## src/design/elfr_pkg.sv

```systemverilog
// ----------------------------------------------------------------------------
// elfr_pkg
// Types and constants shared by the escaped length frame receiver.
// ----------------------------------------------------------------------------
package elfr_pkg;

    localparam int CNT_W  = 13;
    localparam int LEN_W  = 16;
    localparam int BYTE_W = 8;

    localparam logic [BYTE_W-1:0] SYNC_BYTE      = 8'hFD;
    localparam logic [BYTE_W-1:0] ESC_BYTE       = 8'hFC;
    localparam logic [BYTE_W-1:0] ESC_MASK       = 8'h80;
    localparam logic [LEN_W:0]    FRAME_OVERHEAD = 17'd5;

    typedef enum logic [1:0] {
        PH_IDLE = 2'd0,
        PH_MSB  = 2'd1,
        PH_LSB  = 2'd2,
        PH_HAVE = 2'd3
    } phase_t;

    typedef enum logic [2:0] {
        ST_IN_FRAME = 3'd0,
        ST_COMPLETE = 3'd1,
        ST_SYNC_ERR = 3'd2,
        ST_TRUNC    = 3'd3,
        ST_RESTART  = 3'd4
    } status_t;

    typedef struct packed {
        logic [BYTE_W-1:0] out_byte;
        status_t           status;
        logic              last;
        logic [CNT_W-1:0]  frame_position;
        logic [LEN_W-1:0]  payload_length;
    } result_t;

endpackage

```

## src/design/elfr_core.sv

```systemverilog
// ----------------------------------------------------------------------------
// elfr_core
// Frame delimiting state and per-byte decode; one byte per fire.
// ----------------------------------------------------------------------------
module elfr_core (
    input  logic                  clk,
    input  logic                  rst_n,
    input  logic                  fire,
    input  logic [7:0]            rx_byte,
    input  logic [12:0]           limit,
    output elfr_pkg::result_t     result
);
    import elfr_pkg::*;

    phase_t             phase_reg, phase_next;
    logic [CNT_W-1:0]   raw_reg, raw_next;
    logic [CNT_W-1:0]   nonesc_reg, nonesc_next;
    logic               pend_reg, pend_next;
    logic [LEN_W-1:0]   len_reg, len_next;

    phase_t             phase_s;
    logic [CNT_W-1:0]   raw_s;
    logic [CNT_W-1:0]   nonesc_s;
    logic               pend_s;
    logic [LEN_W-1:0]   len_s;
    logic [BYTE_W-1:0]  val;
    logic               is_sync;
    logic               complete;
    logic               trunc;

    assign is_sync = (rx_byte == SYNC_BYTE);
    assign val     = rx_byte | (pend_reg ? ESC_MASK : '0);

    // step of the frame state for this byte
    always_comb
    begin
        phase_s  = phase_reg;
        raw_s    = raw_reg;
        nonesc_s = nonesc_reg;
        pend_s   = pend_reg;
        len_s    = len_reg;
        complete = 1'b0;
        if (is_sync)
        begin
            phase_s  = PH_MSB;
            raw_s    = CNT_W'(1);
            nonesc_s = CNT_W'(1);
            pend_s   = 1'b0;
            len_s    = '0;
        end
        else if (phase_reg != PH_IDLE)
        begin
            raw_s = raw_reg + CNT_W'(1);
            if (rx_byte == ESC_BYTE)
            begin
                pend_s = 1'b1;
            end
            else
            begin
                pend_s   = 1'b0;
                nonesc_s = nonesc_reg + CNT_W'(1);
                unique case (phase_reg)
                    PH_MSB:
                    begin
                        len_s   = {val, 8'h00};
                        phase_s = PH_LSB;
                    end
                    PH_LSB:
                    begin
                        len_s   = {len_reg[15:8], val};
                        phase_s = PH_HAVE;
                    end
                    PH_HAVE:
                    begin
                        complete = ({4'd0, nonesc_s} >= ({1'b0, len_reg} + FRAME_OVERHEAD));
                    end
                    default:
                    begin
                        phase_s = phase_reg;
                    end
                endcase
            end
        end
        trunc = (phase_s != PH_IDLE) && !complete && (raw_s >= limit);
    end

    // next state
    always_comb
    begin
        if (complete || trunc)
        begin
            phase_next  = PH_IDLE;
            raw_next    = '0;
            nonesc_next = '0;
            pend_next   = 1'b0;
            len_next    = '0;
        end
        else
        begin
            phase_next  = phase_s;
            raw_next    = raw_s;
            nonesc_next = nonesc_s;
            pend_next   = pend_s;
            len_next    = len_s;
        end
    end

    // result
    always_comb
    begin
        result.out_byte = rx_byte;
        result.last     = complete || trunc;
        priority if (trunc)
            result.status = ST_TRUNC;
        else if (complete)
            result.status = ST_COMPLETE;
        else if (is_sync)
            result.status = (phase_reg != PH_IDLE) ? ST_RESTART : ST_IN_FRAME;
        else if (phase_reg == PH_IDLE)
            result.status = ST_SYNC_ERR;
        else
            result.status = ST_IN_FRAME;
        result.frame_position = (phase_s != PH_IDLE) ? raw_s : '0;
        result.payload_length = (phase_s == PH_HAVE) ? len_s : '0;
    end

    always_ff @(posedge clk or negedge rst_n)
    begin
        if (!rst_n)
        begin
            phase_reg  <= PH_IDLE;
            raw_reg    <= '0;
            nonesc_reg <= '0;
            pend_reg   <= 1'b0;
            len_reg    <= '0;
        end
        else if (fire)
        begin
            phase_reg  <= phase_next;
            raw_reg    <= raw_next;
            nonesc_reg <= nonesc_next;
            pend_reg   <= pend_next;
            len_reg    <= len_next;
        end
    end

endmodule

```

## src/design/escaped_length_frame_receiver.sv

```systemverilog
// ----------------------------------------------------------------------------
// escaped_length_frame_receiver
// Delimits sync-started, escape-stuffed, length-prefixed frames in a byte
// stream.
// ----------------------------------------------------------------------------
// Usage:
//   Raw serial bytes enter on s_tdata[7:0]. Each byte yields exactly one
//   transfer on the master side: the byte itself, its position in the frame
//   and the decoded length on m_tdata, a status code on m_tuser, and m_tlast
//   on the byte that completes or truncates a frame.
//   cfg_we/cfg_wdata write max_frame_bytes (clamped to BUFFER_BYTES and to 8191,
//   zero acts as one); write it only while no byte is in flight.
//   m_tvalid rises once a byte has passed the input register, then the result
//   register. Throughput: one byte per cycle while m_tready is high, set by the
//   state update in the decode core.
//   Reset: the receiver is idle waiting for sync, both pipeline stages are
//   empty and the limit returns to 4096 (clamped to BUFFER_BYTES).
//   Stall: when m_tready is low the result holds, the input register fills
//   and s_tready drops once it is full; no byte is lost or repeated.
// ----------------------------------------------------------------------------
module escaped_length_frame_receiver #(
    parameter int BUFFER_BYTES = 4096
) (
    input  logic        clk,
    input  logic        rst_n,
    input  logic        cfg_we,
    input  logic [12:0] cfg_wdata,
    input  logic        s_tvalid,
    output logic        s_tready,
    input  logic [7:0]  s_tdata,    // [7:0] rx_byte
    output logic        m_tvalid,
    input  logic        m_tready,
    output logic [39:0] m_tdata,    // [7:0] out_byte, [20:8] frame_position,
                                    // [36:21] payload_length, [39:37] zero
    output logic [2:0]  m_tuser,    // [2:0] status
    output logic        m_tlast
);
    import elfr_pkg::*;

    localparam int CAP       = (BUFFER_BYTES > 8191) ? 8191 : BUFFER_BYTES;
    localparam int LIM_RESET = (CAP < 4096) ? CAP : 4096;

    logic              in_valid_reg;
    logic [BYTE_W-1:0] in_byte_reg;
    logic              out_valid_reg;
    result_t           out_reg;
    logic [CNT_W-1:0]  limit_reg, limit_next;
    logic              advance;
    logic              fire;
    result_t           result;

    assign advance  = !out_valid_reg || m_tready;
    assign fire     = in_valid_reg && advance;
    assign s_tready = !in_valid_reg || advance;

    always_comb
    begin
        if (cfg_wdata > CNT_W'(CAP))
            limit_next = CNT_W'(CAP);
        else if (cfg_wdata == '0)
            limit_next = CNT_W'(1);
        else
            limit_next = cfg_wdata;
    end

    elfr_core u_core (
        .clk     (clk),
        .rst_n   (rst_n),
        .fire    (fire),
        .rx_byte (in_byte_reg),
        .limit   (limit_reg),
        .result  (result)
    );

    always_ff @(posedge clk or negedge rst_n)
    begin
        if (!rst_n)
        begin
            in_valid_reg  <= 1'b0;
            out_valid_reg <= 1'b0;
            limit_reg     <= CNT_W'(LIM_RESET);
        end
        else
        begin
            if (cfg_we)
                limit_reg <= limit_next;
            if (s_tready)
                in_valid_reg <= s_tvalid;
            if (advance)
                out_valid_reg <= in_valid_reg;
        end
    end

    always_ff @(posedge clk)
    begin
        if (s_tvalid && s_tready)
            in_byte_reg <= s_tdata;
        if (fire)
            out_reg <= result;
    end

    assign m_tvalid = out_valid_reg;
    assign m_tdata  = {3'b000, out_reg.payload_length, out_reg.frame_position,
                       out_reg.out_byte};
    assign m_tuser  = out_reg.status;
    assign m_tlast  = out_reg.last;

`ifndef SYNTHESIS
    a_last_ends_frame: assert property (@(posedge clk) disable iff (!rst_n)
        m_tvalid && m_tlast |-> (m_tuser == ST_COMPLETE || m_tuser == ST_TRUNC))
        else $error("last on a byte that does not end a frame");

    a_sync_err_empty: assert property (@(posedge clk) disable iff (!rst_n)
        m_tvalid && m_tuser == ST_SYNC_ERR |-> m_tdata[36:8] == '0 && !m_tlast)
        else $error("sync error carries frame data");

    a_pos_in_limit: assert property (@(posedge clk) disable iff (!rst_n)
        m_tvalid && m_tuser != ST_SYNC_ERR |-> m_tdata[20:8] != '0 &&
        m_tdata[20:8] <= CNT_W'(CAP))
        else $error("frame position out of range");

    a_limit_nonzero: assert property (@(posedge clk) disable iff (!rst_n)
        limit_reg != '0 && limit_reg <= CNT_W'(CAP))
        else $error("frame limit out of range");

    a_hold_input: assert property (@(posedge clk) disable iff (!rst_n)
        in_valid_reg && !advance |=> in_valid_reg && $stable(in_byte_reg))
        else $error("buffered byte lost during stall");
`endif

endmodule
```

## config.mk

```make
export PLATFORM = sky130hd
export DESIGN_NAME = escaped_length_frame_receiver
export DESIGN_NICKNAME = d
export VERILOG_FILES = /design/src/design/elfr_pkg.sv /design/src/design/elfr_core.sv /design/src/design/escaped_length_frame_receiver.sv
export SDC_FILE = /design/constraint.sdc
export NUM_CORES = 1
export LEC_CHECK = 0
export BUFFER_PORTS_ARGS = -buffer_cell sky130_fd_sc_hd__buf_2
export CAP_MARGIN = 0
export CORE_UTILIZATION = 60
export CTS_CLUSTER_SIZE = 8
export DETAILED_ROUTE_END_ITERATION = 6
export GPL_TIMING_DRIVEN = 0
export PLACE_DENSITY = 0.84
export SETUP_SLACK_MARGIN = 0.05
export SYNTH_ARGS = -nofsm -noshare
export SYNTH_HDL_FRONTEND = slang
export SYNTH_HIERARCHICAL = 1
export SYNTH_SLANG_ARGS = --single-unit
```

## constraint.sdc

```tcl
create_clock -name clk -period 7.2 [get_ports clk]
set_input_delay 1.44 -clock clk [delete_from_list [all_inputs] [get_ports clk]]
set_output_delay 1.44 -clock clk [all_outputs]
set_load 0.01 [all_outputs]
```

==> metrics.txt <==
# TYPE chip_impl_metric gauge
chip_impl_metric{name="fp.dieW",unit="um"} 103
chip_impl_info{name="timing.rr.end",value="u_core/len_reg[3]"} 1
chip_impl_metric{name="htree_levels",unit=""} 3
chip_impl_metric{name="diodes",unit=""} 0
chip_impl_metric{name="grt_util_met1",unit="%"} 33.3
chip_impl_metric{name="die_height",unit="um"} 103
chip_impl_info{name="rsz_0062_raised_after_global_routing",value="no"} 1
chip_impl_metric{name="postSynth.asyncResetShare",unit="%"} 55.0
chip_impl_metric{name="start_util",unit="%"} 62.2
chip_impl_info{name="r2r-start",value="in_byte_reg[1]"} 1
chip_impl_metric{name="drt-pass1-iter-count",unit=""} 5
chip_impl_metric{name="largest_register_ff_count",unit=""} 37
chip_impl_info{name="ctsRootBufferMaster",value="sky130_fd_sc_hd__clkbuf_8"} 1
chip_impl_metric{name="drt.antenna.violating_nets",unit=""} 0
chip_impl_metric{name="post_synth_xor_area_fraction",unit="%"} 4.88
chip_impl_metric{name="edff_count_synth",unit=""} 49
chip_impl_metric{name="muxShareOfSynthArea",unit="%"} 0.922
chip_impl_metric{name="worst-endpoint-arrival",unit="ns"} 4.95
chip_impl_metric{name="clockBufferDepth",unit=""} 2
chip_impl_metric{name="grt_use_total",unit="%"} 27.5
chip_impl_metric{name="worst_r2r_path_depth",unit=""} 17
chip_impl_metric{name="max_freq",unit="MHz"} 216
chip_impl_metric{name="grt_pass1_vias",unit=""} 4686
chip_impl_metric{name="post-dp-hpwl",unit="um"} 9940
chip_impl_info{name="holdCritStartpoint",value="in_valid_reg"} 1
chip_impl_info{name="critical_path_class",value="reg -> reg"} 1
chip_impl_metric{name="timing.max_slew.rel_slack",unit="%"} 15.2
chip_impl_metric{name="post_synth_num_cell_types",unit=""} 66
chip_impl_metric{name="max_slew.worst_pin.slew",unit="ns"} 1.25
chip_impl_metric{name="fin_ws",unit="ns"} 2.57
chip_impl_metric{name="final_min_period_over_clock_period",unit="%"} 64.3
chip_impl_metric{name="route.detailed.drc",unit=""} 0
chip_impl_metric{name="postSynthRegisterBits",unit=""} 109
chip_impl_metric{name="first_pass_grt_wire_length",unit="um"} 21900
chip_impl_info{name="worstHoldEndpoint",value="m_tvalid"} 1
chip_impl_metric{name="drv_cap",unit=""} 0
chip_impl_metric{name="core_region_area",unit="mm2"} 0.00982
chip_impl_metric{name="post-cts-setup-buffers",unit=""} 0
chip_impl_metric{name="clkLatencyLatePin",unit="ns"} 0.38
chip_impl_metric{name="n_fill_cell",unit=""} 761
chip_impl_metric{name="ioPinCount",unit=""} 72
chip_impl_metric{name="final-max-slew-violation-count",unit=""} 0
chip_impl_metric{name="maximum_number_of_pins_on_one_net_before_global_route_repair",unit=""} 61
chip_impl_metric{name="buffer_ports.inserted",unit=""} 67
chip_impl_info{name="synth_ff_type",value="sky130_fd_sc_hd__dfrtp_1"} 1
chip_impl_metric{name="report.final.hold_viol_count",unit=""} 0
chip_impl_metric{name="report.final.setup_viol",unit=""} 0
chip_impl_metric{name="clk_pin_slew_worst_paths",unit="ns"} 0.11
chip_impl_info{name="timing.hold.worst.class",value="reg -> reg"} 1
chip_impl_metric{name="rrSetupSlack",unit="ns"} 2.57
chip_impl_metric{name="finalNetCount",unit=""} 721
chip_impl_metric{name="synth_compound_area_share",unit="%"} 15.1
chip_impl_metric{name="crit_path_time_final",unit="ns"} 4.63
chip_impl_metric{name="clkSinkCount",unit=""} 109
chip_impl_metric{name="cts-buffers-inserted",unit=""} 9
chip_impl_info{name="top_usage_layer",value="met2"} 1
chip_impl_metric{name="finalWeightedCongestion",unit=""} 0.882
chip_impl_metric{name="worst-endpoint-required",unit="ns"} 7.52
chip_impl_info{name="setup.worst_path.start_class",value="flop"} 1
chip_impl_metric{name="area_growth",unit="%"} 11.8
chip_impl_metric{name="cellPowerDensity",unit="mW/mm2"} 361
chip_impl_metric{name="synth_area_per_cell",unit="um2"} 10.5
chip_impl_metric{name="final.setup.tns",unit="ns"} 0
chip_impl_metric{name="cts-hold-fix-buffers",unit=""} 0
chip_impl_metric{name="irDropWorstVdd",unit="mV"} 0.189
chip_impl_metric{name="groute.layer.met2.usage",unit="%"} 47.3
chip_impl_info{name="cts_tree",value="built"} 1
chip_impl_metric{name="post_cts.resized_instances",unit=""} 0
chip_impl_metric{name="adder_and_majority_gate_portion_of_the_synthesized_area",unit="%"} 6.96
chip_impl_metric{name="share_of_cells_above_drive_strength_1",unit="%"} 19.8
chip_impl_metric{name="met3_usage",unit="%"} 6.31
chip_impl_metric{name="detailroute.via_count",unit=""} 4713
chip_impl_metric{name="yosys_warnings",unit=""} 6
chip_impl_metric{name="dp_worst_setup_slack",unit="ns"} 2.64
chip_impl_metric{name="leakage",unit="nW"} 2.96
chip_impl_metric{name="post_synth_inst_count",unit=""} 580
chip_impl_metric{name="detail_route.wirelength",unit="um"} 13500
chip_impl_metric{name="yosysSeqAreaShare",unit="%"} 48.7
chip_impl_metric{name="drt-initial-drc-count",unit=""} 371
chip_impl_metric{name="worst_path_fanout_max",unit=""} 10
chip_impl_metric{name="placement_rows",unit=""} 36
chip_impl_metric{name="timing.clock.skew",unit="ns"} 0.0140
chip_impl_metric{name="overflow",unit=""} 0
chip_impl_metric{name="hold_depth",unit=""} 1
chip_impl_metric{name="area_of_the_die",unit="mm2"} 0.0106
chip_impl_info{name="outcome",value="finished, final reports clean"} 1
chip_impl_metric{name="post_drt_via_cell_ratio",unit=""} 5.90
chip_impl_metric{name="grt_antenna_before_repair",unit=""} 0
chip_impl_info{name="worst_setup_path_end_kind",value="flop"} 1
chip_impl_metric{name="multi_input_area",unit="mm2"} 0.00275
chip_impl_metric{name="synthSimpleGateAreaFrac",unit="%"} 16.9
chip_impl_info{name="dominant_combinational_cell_family_by_area_after_synthesis",value="simple AND/OR/NAND/NOR gates"} 1
chip_impl_metric{name="synth.cell_area",unit="mm2"} 0.00611
chip_impl_metric{name="post_drt_wl_per_cell",unit="um"} 16.9
chip_impl_metric{name="area.sequential",unit="mm2"} 0.00297
-- how the worst max path moves through the flow --
stage | start | endpoint | slack, ns | cells after the start
2_1_floorplan | m_tready | u_core/nonesc_reg[10] | 3.43 | 6
3_3_place_gp | m_tready | u_core/nonesc_reg[9] | 2.60 | 7
3_5_place_dp | in_byte_reg[1] | u_core/len_reg[3] | 2.64 | 17
4_1_cts | in_byte_reg[1] | u_core/len_reg[3] | 2.62 | 17
5_1_grt | in_byte_reg[1] | u_core/len_reg[0] | 2.34 | 17
6_report | in_byte_reg[1] | u_core/len_reg[3] | 2.57 | 17
-- stage by stage --
step / power [W] / cell area [um2] / hold slack, ns / util [%] / instances
final: 0.00246 / 6830 / 0.493 / 69.5 / 799
after global routing: 0.00263 / 6830 / 0.534 / 69.5 / 799
after CTS: 0.00246 / 6830 / 0.496 / 69.5 / 799
after detailed placement: 0.00210 / 6640 / 0.478 / 67.6 / 783
after global placement: 0.00203 / 6620 / 0.462 / 67.4 / 782
after floorplan: 0.00178 / 6120 / 0.449 / - / 582
-- layout make-up --
class                           count  share of cell area (%)
Sequential cell                   109                    43.6
Multi-Input combinational cell    393                    40.3
Timing Repair Buffer               68                    5.24
Buffer                             36                    3.30
Inverter                           44                    2.46
Tap cell                          133                    2.44
Clock buffer                        9                    1.81
Clock inverter                      7                   0.916
-- kinds of logic after synthesis --
kind of cell    Yosys count
compound gates          125
xor+xnor                 34
fa+ha+maj                34
buf+inv                  80
flops                   109
mux                       5
other cells               1
simple gates            192
-- where the power goes --
| part | total (W) | switching, W | internal (W) |
|---|---|---|---|
| sequential | 0.000942 | 0.000129 | 0.000813 |
| combinational | 0.00116 | 0.000690 | 0.000475 |
| clock | 0.000357 | 0.000223 | 0.000135 |
| total | 0.00246 | 0.00104 | 0.00142 |
-- cells in the final DEF (no fill, tap or decap), types with 8 or more instances in the layout --
| cell | n |
|---|---|
| sky130_fd_sc_hd__nand4_1 | 9 |
| sky130_fd_sc_hd__buf_4 | 13 |
| sky130_fd_sc_hd__nand3_1 | 20 |
| sky130_fd_sc_hd__a21oi_1 | 22 |
| sky130_fd_sc_hd__inv_1 | 43 |
| sky130_fd_sc_hd__xor2_1 | 11 |
| sky130_fd_sc_hd__nand3b_1 | 13 |
| sky130_fd_sc_hd__o22ai_1 | 12 |
| sky130_fd_sc_hd__a22oi_1 | 8 |
| sky130_fd_sc_hd__xnor2_1 | 23 |
| sky130_fd_sc_hd__clkbuf_8 | 9 |
| sky130_fd_sc_hd__nor3_1 | 13 |
| sky130_fd_sc_hd__ha_1 | 34 |
| sky130_fd_sc_hd__o21ai_0 | 21 |
| sky130_fd_sc_hd__nor2_1 | 49 |
| sky130_fd_sc_hd__buf_2 | 70 |
| sky130_fd_sc_hd__edfxtp_1 | 49 |
| sky130_fd_sc_hd__nand2_1 | 43 |
| sky130_fd_sc_hd__clkbuf_1 | 11 |
| sky130_fd_sc_hd__a22o_1 | 26 |
| sky130_fd_sc_hd__dfrtp_1 | 59 |
-- layer usage --
| layer | wire (um) | part of all wire, % |
|---|---|---|
| met5 | 0 | 0 |
| met4 | 297 | 2.2 |
| met3 | 841 | 6.2 |
| met2 | 6940 | 51 |
| met1 | 5460 | 40 |
-- worst max-delay path, stage by stage, from the launching register on --
cell,delay (ns)
sky130_fd_sc_hd__edfxtp_1,0.53
sky130_fd_sc_hd__and3b_1,0.34
sky130_fd_sc_hd__nand2_1,0.16
sky130_fd_sc_hd__nor2_1,0.23
sky130_fd_sc_hd__buf_2,0.35
sky130_fd_sc_hd__buf_1,0.54
sky130_fd_sc_hd__nor2_1,0.19
sky130_fd_sc_hd__ha_1,0.34
sky130_fd_sc_hd__a211oi_1,0.24
sky130_fd_sc_hd__o21a_1,0.17
sky130_fd_sc_hd__o21ai_0,0.08
sky130_fd_sc_hd__a21oi_1,0.38
sky130_fd_sc_hd__nor2_8,0.11
sky130_fd_sc_hd__nor2_8,0.15
sky130_fd_sc_hd__inv_4,0.06
sky130_fd_sc_hd__buf_8,0.15
sky130_fd_sc_hd__o31ai_4,0.36
sky130_fd_sc_hd__a22o_1,0.20
-- synthesized netlist by cell type (7+ instances only) --
cell type | count | area share, %
sky130_fd_sc_hd__nand3_1 | 20 | 1.6
sky130_fd_sc_hd__nand3b_1 | 13 | 1.6
sky130_fd_sc_hd__nand2_1 | 43 | 2.6
sky130_fd_sc_hd__a22oi_1 | 8 | 0.98
sky130_fd_sc_hd__nand4_1 | 9 | 0.92
sky130_fd_sc_hd__dfrtp_1 | 59 | 24
sky130_fd_sc_hd__a21oi_1 | 22 | 1.8
sky130_fd_sc_hd__buf_4 | 12 | 1.5
sky130_fd_sc_hd__a22o_1 | 26 | 3.7
sky130_fd_sc_hd__ha_1 | 34 | 7.0
sky130_fd_sc_hd__o22ai_1 | 12 | 1.2
sky130_fd_sc_hd__nand2b_1 | 7 | 0.72
sky130_fd_sc_hd__o21ai_0 | 21 | 1.7
sky130_fd_sc_hd__clkbuf_1 | 11 | 0.68
sky130_fd_sc_hd__edfxtp_1 | 49 | 24
sky130_fd_sc_hd__xor2_1 | 11 | 1.6
sky130_fd_sc_hd__nor2_1 | 49 | 3.0
sky130_fd_sc_hd__nor3_1 | 13 | 1.1
sky130_fd_sc_hd__inv_1 | 43 | 2.6
sky130_fd_sc_hd__xnor2_1 | 23 | 3.3
Note: power is estimated with default switching activity, not from simulation.
